### src/design/windowed_metric_stats_alert_defines.svh
// Assertion macros shared by the windowed metric statistics block.
// Depends on a clk and an active-low rst_n in the including module.
`ifndef WINDOWED_METRIC_STATS_ALERT_DEFINES_SVH
`define WINDOWED_METRIC_STATS_ALERT_DEFINES_SVH

// check an implication at every clock outside reset
`define WMSA_ASSERT(label, prop, msg) \
  label: assert property (@(posedge clk) disable iff (!rst_n) prop) else $error(msg);

// check that a condition never occurs outside reset
`define WMSA_NEVER(label, expr, msg) \
  label: assert property (@(posedge clk) disable iff (!rst_n) !(expr)) else $error(msg);

`endif

### src/design/wmsa_pkg.sv
// Shared types and constants of the windowed metric statistics block.
// No dependencies.
package wmsa_pkg;

  localparam int unsigned WMSA_WINDOW_DEPTH = 1024;
  localparam int unsigned WMSA_METRIC_COUNT = 16;

  localparam int unsigned IDX_W    = 4;
  localparam int unsigned VAL_W    = 16;
  localparam int unsigned FILL_W   = 11;
  localparam int unsigned LEVEL_W  = 2;
  localparam int unsigned CFG_A_W  = 3;
  localparam int unsigned CFG_D_W  = 16;
  localparam int unsigned IN_D_W   = 24;
  localparam int unsigned OUT_D_W  = 64;
  localparam int unsigned WLEN_MIN = 10;

  typedef enum logic [CFG_A_W-1:0] {
    REG_WINDOW_LENGTH = 3'd0,
    REG_HIGH_WARNING  = 3'd1,
    REG_HIGH_CRITICAL = 3'd2,
    REG_HIGH_EMERG    = 3'd3,
    REG_LOW_WARNING   = 3'd4,
    REG_LOW_CRITICAL  = 3'd5,
    REG_LOW_EMERG     = 3'd6,
    REG_LOWER_MASK    = 3'd7
  } cfg_reg_t;

  localparam logic [LEVEL_W-1:0] LEVEL_INFO      = 2'd0;
  localparam logic [LEVEL_W-1:0] LEVEL_WARNING   = 2'd1;
  localparam logic [LEVEL_W-1:0] LEVEL_CRITICAL  = 2'd2;
  localparam logic [LEVEL_W-1:0] LEVEL_EMERGENCY = 2'd3;

  typedef struct packed {
    logic load;
    logic store;
    logic scan;
    logic div_start;
    logic div_step;
    logic out_load;
  } ctrl_cmd_t;

  typedef struct packed {
    logic scan_last;
    logic div_done;
  } ctrl_sts_t;

endpackage

### src/design/wmsa_ctrl.sv
// Controller: sequences load, store, window scan, divide and result hand-off.
// Depends on wmsa_pkg and the assertion macros; drives wmsa_dpath.
`include "windowed_metric_stats_alert_defines.svh"
module wmsa_ctrl
  import wmsa_pkg::*;
(
  input  logic      clk,
  input  logic      rst_n,
  input  logic      in_tvalid,
  output logic      in_tready,
  output logic      out_tvalid,
  input  logic      out_tready,
  input  ctrl_sts_t sts,
  output ctrl_cmd_t cmd
);

  typedef enum logic [2:0] {
    ST_IDLE,
    ST_STORE,
    ST_SCAN,
    ST_DRAIN,
    ST_DIV_START,
    ST_DIV,
    ST_FINISH
  } state_t;

  state_t state_r, state_nxt;
  logic   out_valid_r, out_valid_nxt;
  logic   out_free;

  assign out_free   = !out_valid_r || out_tready;
  assign in_tready  = (state_r == ST_IDLE);
  assign out_tvalid = out_valid_r;

  always_comb begin
    cmd           = '0;
    state_nxt     = state_r;
    out_valid_nxt = out_valid_r && !out_tready;
    case (state_r)
      ST_IDLE: begin
        if (in_tvalid) begin
          cmd.load  = 1'b1;
          state_nxt = ST_STORE;
        end
      end
      ST_STORE: begin
        cmd.store = 1'b1;
        state_nxt = ST_SCAN;
      end
      ST_SCAN: begin
        cmd.scan = 1'b1;
        if (sts.scan_last) state_nxt = ST_DRAIN;
      end
      ST_DRAIN: state_nxt = ST_DIV_START;
      ST_DIV_START: begin
        cmd.div_start = 1'b1;
        state_nxt     = ST_DIV;
      end
      ST_DIV: begin
        cmd.div_step = 1'b1;
        if (sts.div_done) state_nxt = ST_FINISH;
      end
      ST_FINISH: begin
        if (out_free) begin
          cmd.out_load  = 1'b1;
          out_valid_nxt = 1'b1;
          state_nxt     = ST_IDLE;
        end
      end
      default: state_nxt = ST_IDLE;
    endcase
  end

  always_ff @(posedge clk) begin
    if (!rst_n) begin
      state_r     <= ST_IDLE;
      out_valid_r <= 1'b0;
    end else begin
      state_r     <= state_nxt;
      out_valid_r <= out_valid_nxt;
    end
  end

  `WMSA_ASSERT(a_one_in_flight, (in_tvalid && in_tready) |=> !in_tready, "second word taken")
  `WMSA_ASSERT(a_no_overwrite, cmd.out_load |-> (!out_valid_r || out_tready), "result overwritten")
  `WMSA_ASSERT(a_result_shown, cmd.out_load |=> out_tvalid, "result not presented")
  `WMSA_NEVER(a_cmd_excl, !$onehot0({cmd.load, cmd.store, cmd.scan, cmd.div_start, cmd.div_step, cmd.out_load}), "overlapping commands")

endmodule

### config.mk
export PLATFORM = sky130hd
export DESIGN_NAME = wmsa_ctrl
export DESIGN_NICKNAME = d
export VERILOG_FILES = /design/src/design/wmsa_pkg.sv /design/src/design/wmsa_ctrl.sv
export VERILOG_INCLUDE_DIRS = /design/src /design/src/design
export SDC_FILE = /design/constraint.sdc
export NUM_CORES = 1
export LEC_CHECK = 0
export ABC_AREA = 1
export BUFFER_PORTS_ARGS = -buffer_cell sky130_fd_sc_hd__buf_2
export CAP_MARGIN = 20
export CORE_AREA = 2 2 39 41
export CTS_BUF_LIST = sky130_fd_sc_hd__clkbuf_2
export DETAILED_ROUTE_END_ITERATION = 12
export DIE_AREA = 0 0 41 43
export PLACE_DENSITY = 0.46
export SLEW_MARGIN = 20
export SYNTH_ARGS = -nofsm -noshare
export SYNTH_HDL_FRONTEND = slang
export SYNTH_SLANG_ARGS = --single-unit
### constraint.sdc
create_clock -name clk -period 1.8 [get_ports clk]
set_input_delay 0.45 -clock clk [delete_from_list [all_inputs] [get_ports clk]]
set_output_delay 0.45 -clock clk [all_outputs]
set_load 0.03 [all_outputs]
==> results of run 1 <==
-- kinds of logic (layout without fill, tap and decap cells) --
family / after synthesis / after routing / share of synthesized area
AO/OA/AOI/OAI: 5 / 5 / 0.105
buffers and inverters: 11 / 27 / 0.138
flip-flops: 4 / 4 / 0.268
AND/OR/NAND/NOR: 34 / 34 / 0.490
-- state kept, by name (all words and copies together) (netlist names) --
name and count:
out_tvalid 1, state_r 3
-- metrics by stage --
stage	instances	hold slack, ns
after CTS	86	0.494
after floorplan	54	0.514
final	86	0.513
after global routing	86	0.517
after detailed placement	83	0.522
after global placement	83	0.523
-- area by class of cell --
type,instances,share of cell area
multi-input cells,39,0.445
repair buffers,13,0.163
inverters,11,0.103
clock buffers,3,0.0376
flip-flops and latches,4,0.201
well taps,16,0.0502
-- worst max-delay path by stage --
stage / to / slack [ns] / cells past startpoint
CTS: cmd[4] / 0.16 / 5
global route: cmd[4] / 0.09 / 5
floorplan: cmd[2] / 0.21 / 2
global placement: cmd[0] / 0.39 / 6
detailed placement: cmd[0] / 0.38 / 6
finish: cmd[4] / 0.17 / 5
-- cell usage after synthesis --
cell / count / area, µm²
dfxtp_1: 4 / 80.1
nand2_1: 10 / 37.5
nor3_1: 1 / 5.00
inv_2: 1 / 3.75
nand3_1: 5 / 25.0
o21ai_1: 1 / 5.00
nor2_2: 2 / 12.5
a21oi_1: 1 / 5.00
o21ai_0: 1 / 5.00
nand3_2: 1 / 10.0
nor2_1: 15 / 56.3
a21boi_0: 1 / 7.51
inv_1: 10 / 37.5
o21ai_2: 1 / 8.76
-- metal layers --
layer  track usage  vias to the layer above  routed length, µm
li1              -                      197                  -
met1         0.113                      148                329
met2         0.128                        9                329
met3        0.0314                        0                 46
met4        0.0600                        0                  0
met5             0                        -                  0
-- tightest hold or removal path: stages --
cell and delay, ns:
buf_2 0.12, nand2_1 0.06, nor2_1 0.03
-- power groups by stage --
stage	combinational, mW	sequential [mW]	clock [mW]
finish	0.386	0.160	0.0779
global route	0.434	0.165	0.0900
CTS	0.390	0.160	0.0858
detailed placement	0.389	0.161	0
global placement	0.389	0.161	0
floorplan	0.298	0.154	0
==> summary.md, run 1 <==
| Metric | Value |
|---|---|
| Status | finished clean |
| CP Class | flip-flop to output pin |
| # H-tree levels | 1 |
| Vias in the first global route | ~280 |
| Largest net degree at the start of global routing | 8 |
| Starting Density | 0.216 |
| Cts bufs inserted | 3 |
| Fill cell count | 157 |
| CP Launch Point | state_r[0]$_SDFFE_PN0P_ |
| Largest fanout on the critical path | 6 |
| ANT nets after route | 0 |
| Routed wire per std cell | roughly 8.2 µm |
| Psw | roughly 0.35 mW |
| Final setup margin | about 0.17 ns |
| Antenna cell count | 0 |
| Worst Hold Path EP | state_r[0]$_SDFFE_PN0P_ |
| Logic pwr share | 0.619 |
| Final Hold Viols | 0 |
| Share of cells above drive strength 1 | 0.300 |
| Via Count | between 300 and 400 |
| Ys Warns | 0 |
| Die area | about 1800 µm² |
| Design Power | approximately 0.62 mW |
| Sequential Area | about 80 µm² |
| Crit start category | flip-flop |
| Internal | between 0.2 and 0.3 mW |
| Commonest cells after routing, fill and taps aside | nor2_1, buf_2, inv_1, nand2_1, nand3_1 |
| Clk_skew | about 0.00074 ns |
| Worst Hold Class | input port to flip-flop |
| Sequential fraction of the synthesis area | 0.268 |
| GRT overflow | 0 |
| CORE AREA | ~1400 µm² |
| Top delay family on crit path | flip-flops |
| CTS Hold Bufs | 0 |
| Fin nets | 78 |
| Max stage delay on crit path | ~0.42 ns |
| Clk_lat worst skew | around 0.2 ns |
| IO Pins | 14 |
| Placement Cell Area | 384 µm² |
| Critical Path AT | ~1.2 ns |
| Fin area | ~400 µm² |
| CP max stage cell | dfxtp_1 |
| R2r worst-path depth | 7 |
| FF+latch count, synth | 4 |
| Post-CTS Setup Bufs | 0 |
| Endpoints failing setup | 0 |
| RD Place Congestion | roughly 0.74 |
| Synth cell types | 14 |
| Total track usage | 0.0914 |
| Worst rel slew slack | 0.826 |
| Place WS | ~0.38 ns |
| RSZ-0062 raised after global routing | no |
| Leakage | 0.252 nW |
| CTS Sinks | 4 |
| Seq pwr share | 0.257 |
| Buffer and inverter count on the worst path | 3 |
| Worst r2r src | state_r[0]$_SDFFE_PN0P_ |
| Crit-path cells | inv_1 > nor2_1 > inv_1 > nor2_1 > buf_2 |
| CTS clk-pin slew, worst paths | 0.04 ns |
| Min Tclk post-route | around 1.6 ns |
| CP Capture Type | output pin |
| Synth-to-Final Area Change | 33.5% |
| Cells after synthesis | 54 |
| Final wirelength | between 700 and 800 µm |
| R2R Path End | state_r[2]$_SDFFE_PN0P_ |
| Flop-to-flop setup slack | between 0.6 and 0.7 ns |
| Rows | 14 |
| TritonRoute pass-1 iters | 4 |
| Fmax | 614 MHz |
| # resized after CTS | 0 |
| Switching Share | 0.553 |
| Die W | between 40 and 50 µm |
| Mapped Area | between 200 and 300 µm² |
| Hold path start | rst_n |
| Root Driver | clkbuf_2 |
| First-pass GRT wire length | ~1.1 mm |
| Mean Syn Cell Area | 5.54 µm² |
| Port Buffers | 13 |
| CP required | 1.35 ns |
| Tcrit/Tclk final | 0.904 |
| Antenna violations before repair | 0 |
| Multi-input gate area | 178 µm² |
| Power Density | about 1600 nW/µm² |
| Clk pwr share | 0.125 |
| Max Cap Viol | 0 |
| # DRC | 0 |
| DP HPWL | between 500 and 600 µm |
| Die H | ~43 µm |
| Avg Vias per Cell | slightly above 4 |
| Commonest non-fill, non-tap cell in the layout | nor2_1 |
| CTS tree | built |
| Slew Limit Fails | 0 |
| Worst-margin pin slew | 0.261 ns |
| CTS Buffer Depth | 2 |
| Fin util | 0.288 |
| Fin Setup TNS | 0 ns |
| Largest vdd supply drop | between 0.0004 and 0.0005 V |
| Hold Path Stages | 3 |
| Initial DRC Count | 12 |
| Post-synthesis net count | 60 |
No activity file was read; power rests on OpenSTA's default activity.
==> run 2: changes to the inputs <==
Settings changed: CORE_AREA 2 2 39 41 to 10 10 47 49, DIE_AREA 0 0 41 43 to 0 0 57 59.
==> run 2 against run 1 <==
Against the previous run: design area did not move; clock power down 2%; sequential cell count unchanged; routed wire length is 11% higher; clock skew increased by 0.0022 ns; total power is essentially flat; die area is 91% higher; sequential share of layout area is the same; core utilization is 0.36 points lower; register-to-register slack barely moved; via count is 0.56% higher; worst hold slack got worse by 0.0071 ns; critical path type unchanged; critical endpoint unchanged; largest power group unchanged.
==> summary.md, run 2 (synthesized netlist as in run 1, its figures left out) <==
| Metric | Value |
|---|---|
| Status | finished clean (unchanged) |
| Total track usage | 0.0474 (was 0.0914) |
| Clk pwr share | 0.122 (was 0.125) |
| Placement Cell Area | 384 µm² (unchanged) |
| Logic pwr share | 0.623 (was 0.619) |
| Clk_skew | 0.00294 ns (was 0.000739 ns) |
| Die area | 3360 µm² (was 1760 µm²) |
| Root Driver | clkbuf_2 (unchanged) |
| CTS Buffer Depth | 2 (unchanged) |
| First-pass GRT wire length | 1.24 mm (was 1.06 mm) |
| Critical Path AT | 1.16 ns (was 1.18 ns) |
| Internal | 0.279 mW (about the same) |
| Starting Density | 0.213 (was 0.216) |
| Die H | 59 µm (was 43 µm) |
| Die W | 57 µm (was 41 µm) |
| Vias in the first global route | 315 (was 278) |
| Worst rel slew slack | 0.815 (was 0.826) |
| IO Pins | 14 (unchanged) |
| TritonRoute pass-1 iters | 4 (unchanged) |
| Clk_lat worst skew | 0.20 ns (about the same) |
| RSZ-0062 raised after global routing | no (unchanged) |
| Hold Path Stages | 3 (unchanged) |
| Final Hold Viols | 0 (unchanged) |
| Fin area | 399 µm² (unchanged) |
| Antenna cell count | 0 (unchanged) |
| RD Place Congestion | 0.762 (was 0.740) |
| Port Buffers | 13 (unchanged) |
| Cts bufs inserted | 3 (unchanged) |
| CTS Sinks | 4 (unchanged) |
| ANT nets after route | 0 (unchanged) |
| Worst Hold Class | input port to flip-flop (unchanged) |
| R2r worst-path depth | 7 (unchanged) |
| Antenna violations before repair | 0 (unchanged) |
| Avg Vias per Cell | 4.14 (was 4.12) |
| Synth-to-Final Area Change | 33.5% (unchanged) |
| Commonest non-fill, non-tap cell in the layout | nor2_1 (unchanged) |
| CP required | 1.35 ns (about the same) |
| Endpoints failing setup | 0 (unchanged) |
| # H-tree levels | 1 (unchanged) |
| Min Tclk post-route | 1.61 ns (was 1.63 ns) |
| Fin Setup TNS | 0 ns (unchanged) |
| Final wirelength | 782 µm (was 704 µm) |
| Tcrit/Tclk final | 0.894 (was 0.904) |
| Fin nets | 78 (unchanged) |
| Most flops, register | state_r (unchanged) |
| Max reg flops | 3 (unchanged) |
| GRT overflow | 0 (unchanged) |
| Fmax | 621 MHz (was 614 MHz) |
| Worst-margin pin slew | 0.277 ns (was 0.261 ns) |
| CTS Hold Bufs | 0 (unchanged) |
| Slew Limit Fails | 0 (unchanged) |
| CTS tree | built (unchanged) |
| CORE AREA | 1400 µm² (was 1380 µm²) |
| Leakage | 0.252 nW (unchanged) |
| Seq pwr share | 0.255 (was 0.257) |
| Routed wire per std cell | 9.09 µm (was 8.19 µm) |
| Psw | 0.346 mW (was 0.345 mW) |
| Share of cells above drive strength 1 | 0.300 (unchanged) |
| CP Class | flip-flop to output pin (unchanged) |
| CP Capture Type | output pin (unchanged) |
| Commonest cells after routing, fill and taps aside | nor2_1, buf_2, inv_1, nand2_1, nand3_1 (unchanged) |
| Switching Share | 0.553 (about the same) |
| Initial DRC Count | 5 (was 12) |
| Largest net degree at the start of global routing | 8 (unchanged) |
| Via Count | 356 (was 354) |
| Largest vdd supply drop | 0.000394 V (was 0.000475 V) |
| Power Density | 1570 nW/µm² (was 1560 nW/µm²) |
| Rows | 14 (unchanged) |
| CTS clk-pin slew, worst paths | 0.04 ns (about the same) |
| # DRC | 0 (unchanged) |
| Largest fanout on the critical path | 6 (unchanged) |
| Crit start category | flip-flop (unchanged) |
| # resized after CTS | 0 (unchanged) |
| DP HPWL | 663 µm (was 561 µm) |
| Max Cap Viol | 0 (unchanged) |
| Post-CTS Setup Bufs | 0 (unchanged) |
run 2: cell counts in the layout (fill, tap and decap cells not counted):
Identical to the previous run, type by type.
run 2: worst paths after layout:
| check | slack (ns) | to | from |
|---|---|---|---|
| worst min register to register | 0.53 | out_tvalid$_SDFF_PN0_ | out_tvalid$_SDFF_PN0_ |
| worst max-delay path | 0.19 | cmd[4] | state_r[0]$_SDFFE_PN0P_ |
| worst min-delay path | 0.51 | state_r[2]$_SDFFE_PN0P_ | rst_n |
| worst max register to register | 0.61 | state_r[2]$_SDFFE_PN0P_ | state_r[1]$_SDFFE_PN0P_ |
run 2: layout make-up:
class | count | area (µm²)
inverters | 11 | 41.3
repair buffers | 13 | 65.1
multi-input cells | 39 | 178
clock buffers | 3 | 15.0
well taps | 16 | 20.0
fillers | 182 | 1000
flip-flops and latches | 4 | 80.1
run 2: per-stage QoR:
| step | std cells | util | total power [mW] | setup slack (ns) | hold WS (ns) |
|---|---|---|---|---|---|
| after floorplan | 54 | - | 0.452 | 0.209 | 0.514 |
| after global placement | 83 | 0.274 | 0.557 | 0.381 | 0.521 |
| after detailed placement | 83 | 0.274 | 0.551 | 0.375 | 0.516 |
| after CTS | 86 | 0.285 | 0.634 | 0.182 | 0.491 |
| after global routing | 86 | 0.285 | 0.688 | 0.0847 | 0.508 |
| final | 86 | 0.285 | 0.625 | 0.191 | 0.506 |
run 2: critical path, cell delays in order (launching register included):
cell and delay, ns:
dfxtp_1 0.41, inv_1 0.13, nor2_1 0.10, inv_1 0.06
nor2_1 0.07, buf_2 0.20
run 2: power groups by stage:
stage          combinational (mW)  sequential (mW)  clock (mW)
6_report                    0.389            0.159      0.0764
5_1_grt                     0.439            0.163      0.0864
4_1_cts                     0.393            0.158      0.0833
3_5_place_dp                0.392            0.159           0
3_3_place_gp                0.394            0.163           0
2_1_floorplan               0.298            0.154           0
run 2: layer usage:
layer | global-route usage | share of wire
met3 | 0.0129 | 0.028
met4 | 0.0503 | 0.0077
met1 | 0.0459 | 0.44
met2 | 0.0775 | 0.52
met5 | 0 | 0
==> run 3: changes to the inputs <==
Settings changed: ABC_AREA 1 to 0, MAX_ROUTING_LAYER from default to met4, PLACE_DENSITY 0.46 to 0.41.
==> run 3 against run 2 <==
Against the previous run: highest routed layer unchanged; largest cell class unchanged; area after synthesis decreased by 21%; sequential cell count unchanged; worst setup slack got worse by 0.10 ns; sequential share of layout area increased by 3.7 points.
==> summary.md, run 3 <==
| Metric | Value |
|---|---|
| Status | finished clean (unchanged) |
| CTS Sinks | 4 (unchanged) |
| CORE AREA | 1400 µm² (unchanged) |
| Largest vdd supply drop | 0.000210 V (was 0.000394 V) |
| Post-CTS Setup Bufs | 0 (unchanged) |
| Post-synth top cells | dfxtp_1, nor2_1, nor3_1 (was nor2_1, inv_1, nand2_1) |
| DP HPWL | 560 µm (was 663 µm) |
| Starting Density | 0.170 (was 0.213) |
| EDFF count, synth | 0 (unchanged) |
| Clk_lat worst skew | 0.21 ns (was 0.20 ns) |
| Initial DRC Count | 4 (was 5) |
| Fill cell count | 161 (was 182) |
| CTS clk-pin slew, worst paths | 0.04 ns (about the same) |
| Final wirelength | 681 µm (was 782 µm) |
| Ys Warns | 0 (unchanged) |
| Cts bufs inserted | 3 (unchanged) |
| Avg Vias per Cell | 4.31 (was 4.14) |
| Final Hold Viols | 0 (unchanged) |
| Commonest non-fill, non-tap cell in the layout | buf_2 (was nor2_1) |
| Rows | 14 (unchanged) |
| Tcrit/Tclk final | 0.950 (was 0.894) |
| Antenna violations before repair | 0 (unchanged) |
| Sequential Area | 82.6 µm² (was 80.1 µm²) |
| Mapped Area | 238 µm² (was 299 µm²) |
| Area leader, netlist | dfxtp_1 (unchanged) |
| Worst rel slew slack | 0.887 (was 0.815) |
| Max Used Layer | met4 (unchanged) |
| GRT overflow | 0 (unchanged) |
| First-pass GRT wire length | 1.08 mm (was 1.24 mm) |
| Clk_skew | 0.00684 ns (was 0.00294 ns) |
| Synth-to-Final Area Change | 46.3% (was 33.5%) |
| Post-synthesis net count | 36 (was 60) |
| Min Tclk post-route | 1.71 ns (was 1.61 ns) |
| # H-tree levels | 1 (unchanged) |
| Share of cells above drive strength 1 | 0.478 (was 0.300) |
| TritonRoute pass-1 iters | 3 (was 4) |
| Fin area | 348 µm² (was 399 µm²) |
| Via Count | 267 (was 356) |
| Endpoints failing setup | 0 (unchanged) |
| Critical Path AT | 1.26 ns (was 1.16 ns) |
| Cells after synthesis | 30 (was 54) |
| CP Launch Point | state_r[0]$_SDFFE_PN0P_ (unchanged) |
| Ys flop type | dfxtp_1 (unchanged) |
| Total track usage | 0.0437 (was 0.0474) |
| Async S/R FF share, synth | 0 (unchanged) |
| Met1 Routed Length | 276 µm (was 346 µm) |
| Synth cell types | 18 (was 14) |
| Hold path start | rst_n (unchanged) |
| ANT nets after route | 0 (unchanged) |
| Fin nets | 54 (was 78) |
| Fmax | 585 MHz (was 621 MHz) |
| Power Density | 777 nW/µm² (was 1570 nW/µm²) |
| Max Cap Viol | 0 (unchanged) |
| Largest fanout on the critical path | 7 (was 6) |
| CP required | 1.35 ns (about the same) |
| CP Capture Type | output pin (unchanged) |
| Routed wire per std cell | 11.0 µm (was 9.09 µm) |
| RD Place Congestion | 0.623 (was 0.762) |
| IO Pins | 14 (unchanged) |
| Worst r2r src | state_r[0]$_SDFFE_PN0P_ (was state_r[1]$_SDFFE_PN0P_) |
| Leakage | 0.164 nW (was 0.252 nW) |
| Port Buffers | 13 (unchanged) |
| FF+latch count, synth | 4 (unchanged) |
| Worst-margin pin slew | 0.168 ns (was 0.277 ns) |
| Routed wl met2 | 300 µm (was 406 µm) |
| Worst Hold Class | input port to flip-flop (unchanged) |
| CTS tree | built (unchanged) |
| Vias in the first global route | 265 (was 315) |
| # DRC | 0 (unchanged) |
| Die H | 59 µm (unchanged) |
| Sequential fraction of the synthesis area | 0.337 (was 0.268) |
| Die area | 3360 µm² (unchanged) |
| Fin Hold WS | 0.510 ns (was 0.506 ns) |
| Placement Cell Area | 328 µm² (was 384 µm²) |
| WL met3 | 88 µm (was 22 µm) |
| Largest net degree at the start of global routing | 9 (was 8) |
| Crit start category | flip-flop (unchanged) |
| CTS Buffer Depth | 2 (unchanged) |
| Share of the synthesized area in the top cell type | 0.337 (was 0.268) |
| RSZ-0062 raised after global routing | no (unchanged) |
| CP Class | flip-flop to output pin (unchanged) |
| Root Driver | clkbuf_2 (unchanged) |
| Fin Setup TNS | 0 ns (unchanged) |
| CTS Hold Bufs | 0 (unchanged) |
| Max reg flops | 3 (unchanged) |
| Mean Syn Cell Area | 7.92 µm² (was 5.54 µm²) |
| Most flops, register | state_r (unchanged) |
| Multi-input gate area | 148 µm² (was 178 µm²) |
| Die W | 57 µm (unchanged) |
| Commonest cells after routing, fill and taps aside | buf_2, nor2_1, nor3_1, clkbuf_2 (was nor2_1, buf_2, inv_1, nand2_1, nand3_1) |
| Slew Limit Fails | 0 (unchanged) |
| Antenna cell count | 0 (unchanged) |
| Ranking of synthesized cells by area | dfxtp_1, nor3_1, nor2_1 (was dfxtp_1, nor2_1, inv_1) |
-- run 3: cell types whose count changed after synthesis, sizes merged, moves of 2 or more --
cell    change
nand2b      +3
nand3       -6
nand2      -10
nor2       -13
nor3        +3
o21ai       -2
inv         -9
-- run 3: worst paths after layout --
kind	slack, ns	end	cells past startpoint
min	0.51	state_r[0]$_SDFFE_PN0P_	2
min reg2reg	0.56	out_tvalid$_SDFF_PN0_	2
max reg2reg	0.83	out_tvalid$_SDFF_PN0_	3
max	0.09	cmd[0]	4
-- run 3: metal layers --
| layer | track usage | vias to the layer above |
|---|---|---|
| met3 | 0.0365 | 2 |
| met5 | - | - |
| met2 | 0.0620 | 13 |
| met1 | 0.0383 | 115 |
| met4 | 0.0302 | 0 |
| li1 | - | 137 |
-- run 3: logic make-up after synthesis --
family                 synth area share
AND/OR/NAND/NOR                   0.384
buffers and inverters            0.0632
flip-flops                        0.337
AO/OA/AOI/OAI                     0.216
-- run 3: worst max-delay path, stage by stage, from the launching register on --
cell and delay (ns):
dfxtp_2 0.34, nand2b_2 0.20, or2_1 0.24, nor2b_1 0.11
buf_4 0.16
-- run 3: per-stage QoR --
stage / worst slack [ns] / util / total power [mW] / cells
global placement: 0.234 / 0.234 / 0.190 / 59
floorplan: 0.126 / - / 0.164 / 30
global route: 0.00619 / 0.248 / 0.290 / 62
CTS: 0.0168 / 0.245 / 0.276 / 62
finish: 0.0899 / 0.248 / 0.270 / 62
detailed placement: 0.246 / 0.234 / 0.190 / 59
-- run 3: cell type report --
cell class / instances / area share
clock buffer: 3 / 0.0432
inverter: 2 / 0.0216
multi-input combinational: 23 / 0.424
sequential: 4 / 0.237
tap: 16 / 0.0576
timing repair buffer: 14 / 0.216
-- run 3: what timing repair did --
item,in CTS,in global routing
resized for setup,0,4
endpoints found under the setup margin,0,1
hold endpoints to repair,0,0
-- run 3: power by group --
part,switching [mW],internal (mW),total [mW]
clock,0.0368,0.0448,0.0816
combinational,0.0519,0.0313,0.0833
sequential,0.00941,0.0961,0.106
total,0.0981,0.172,0.270
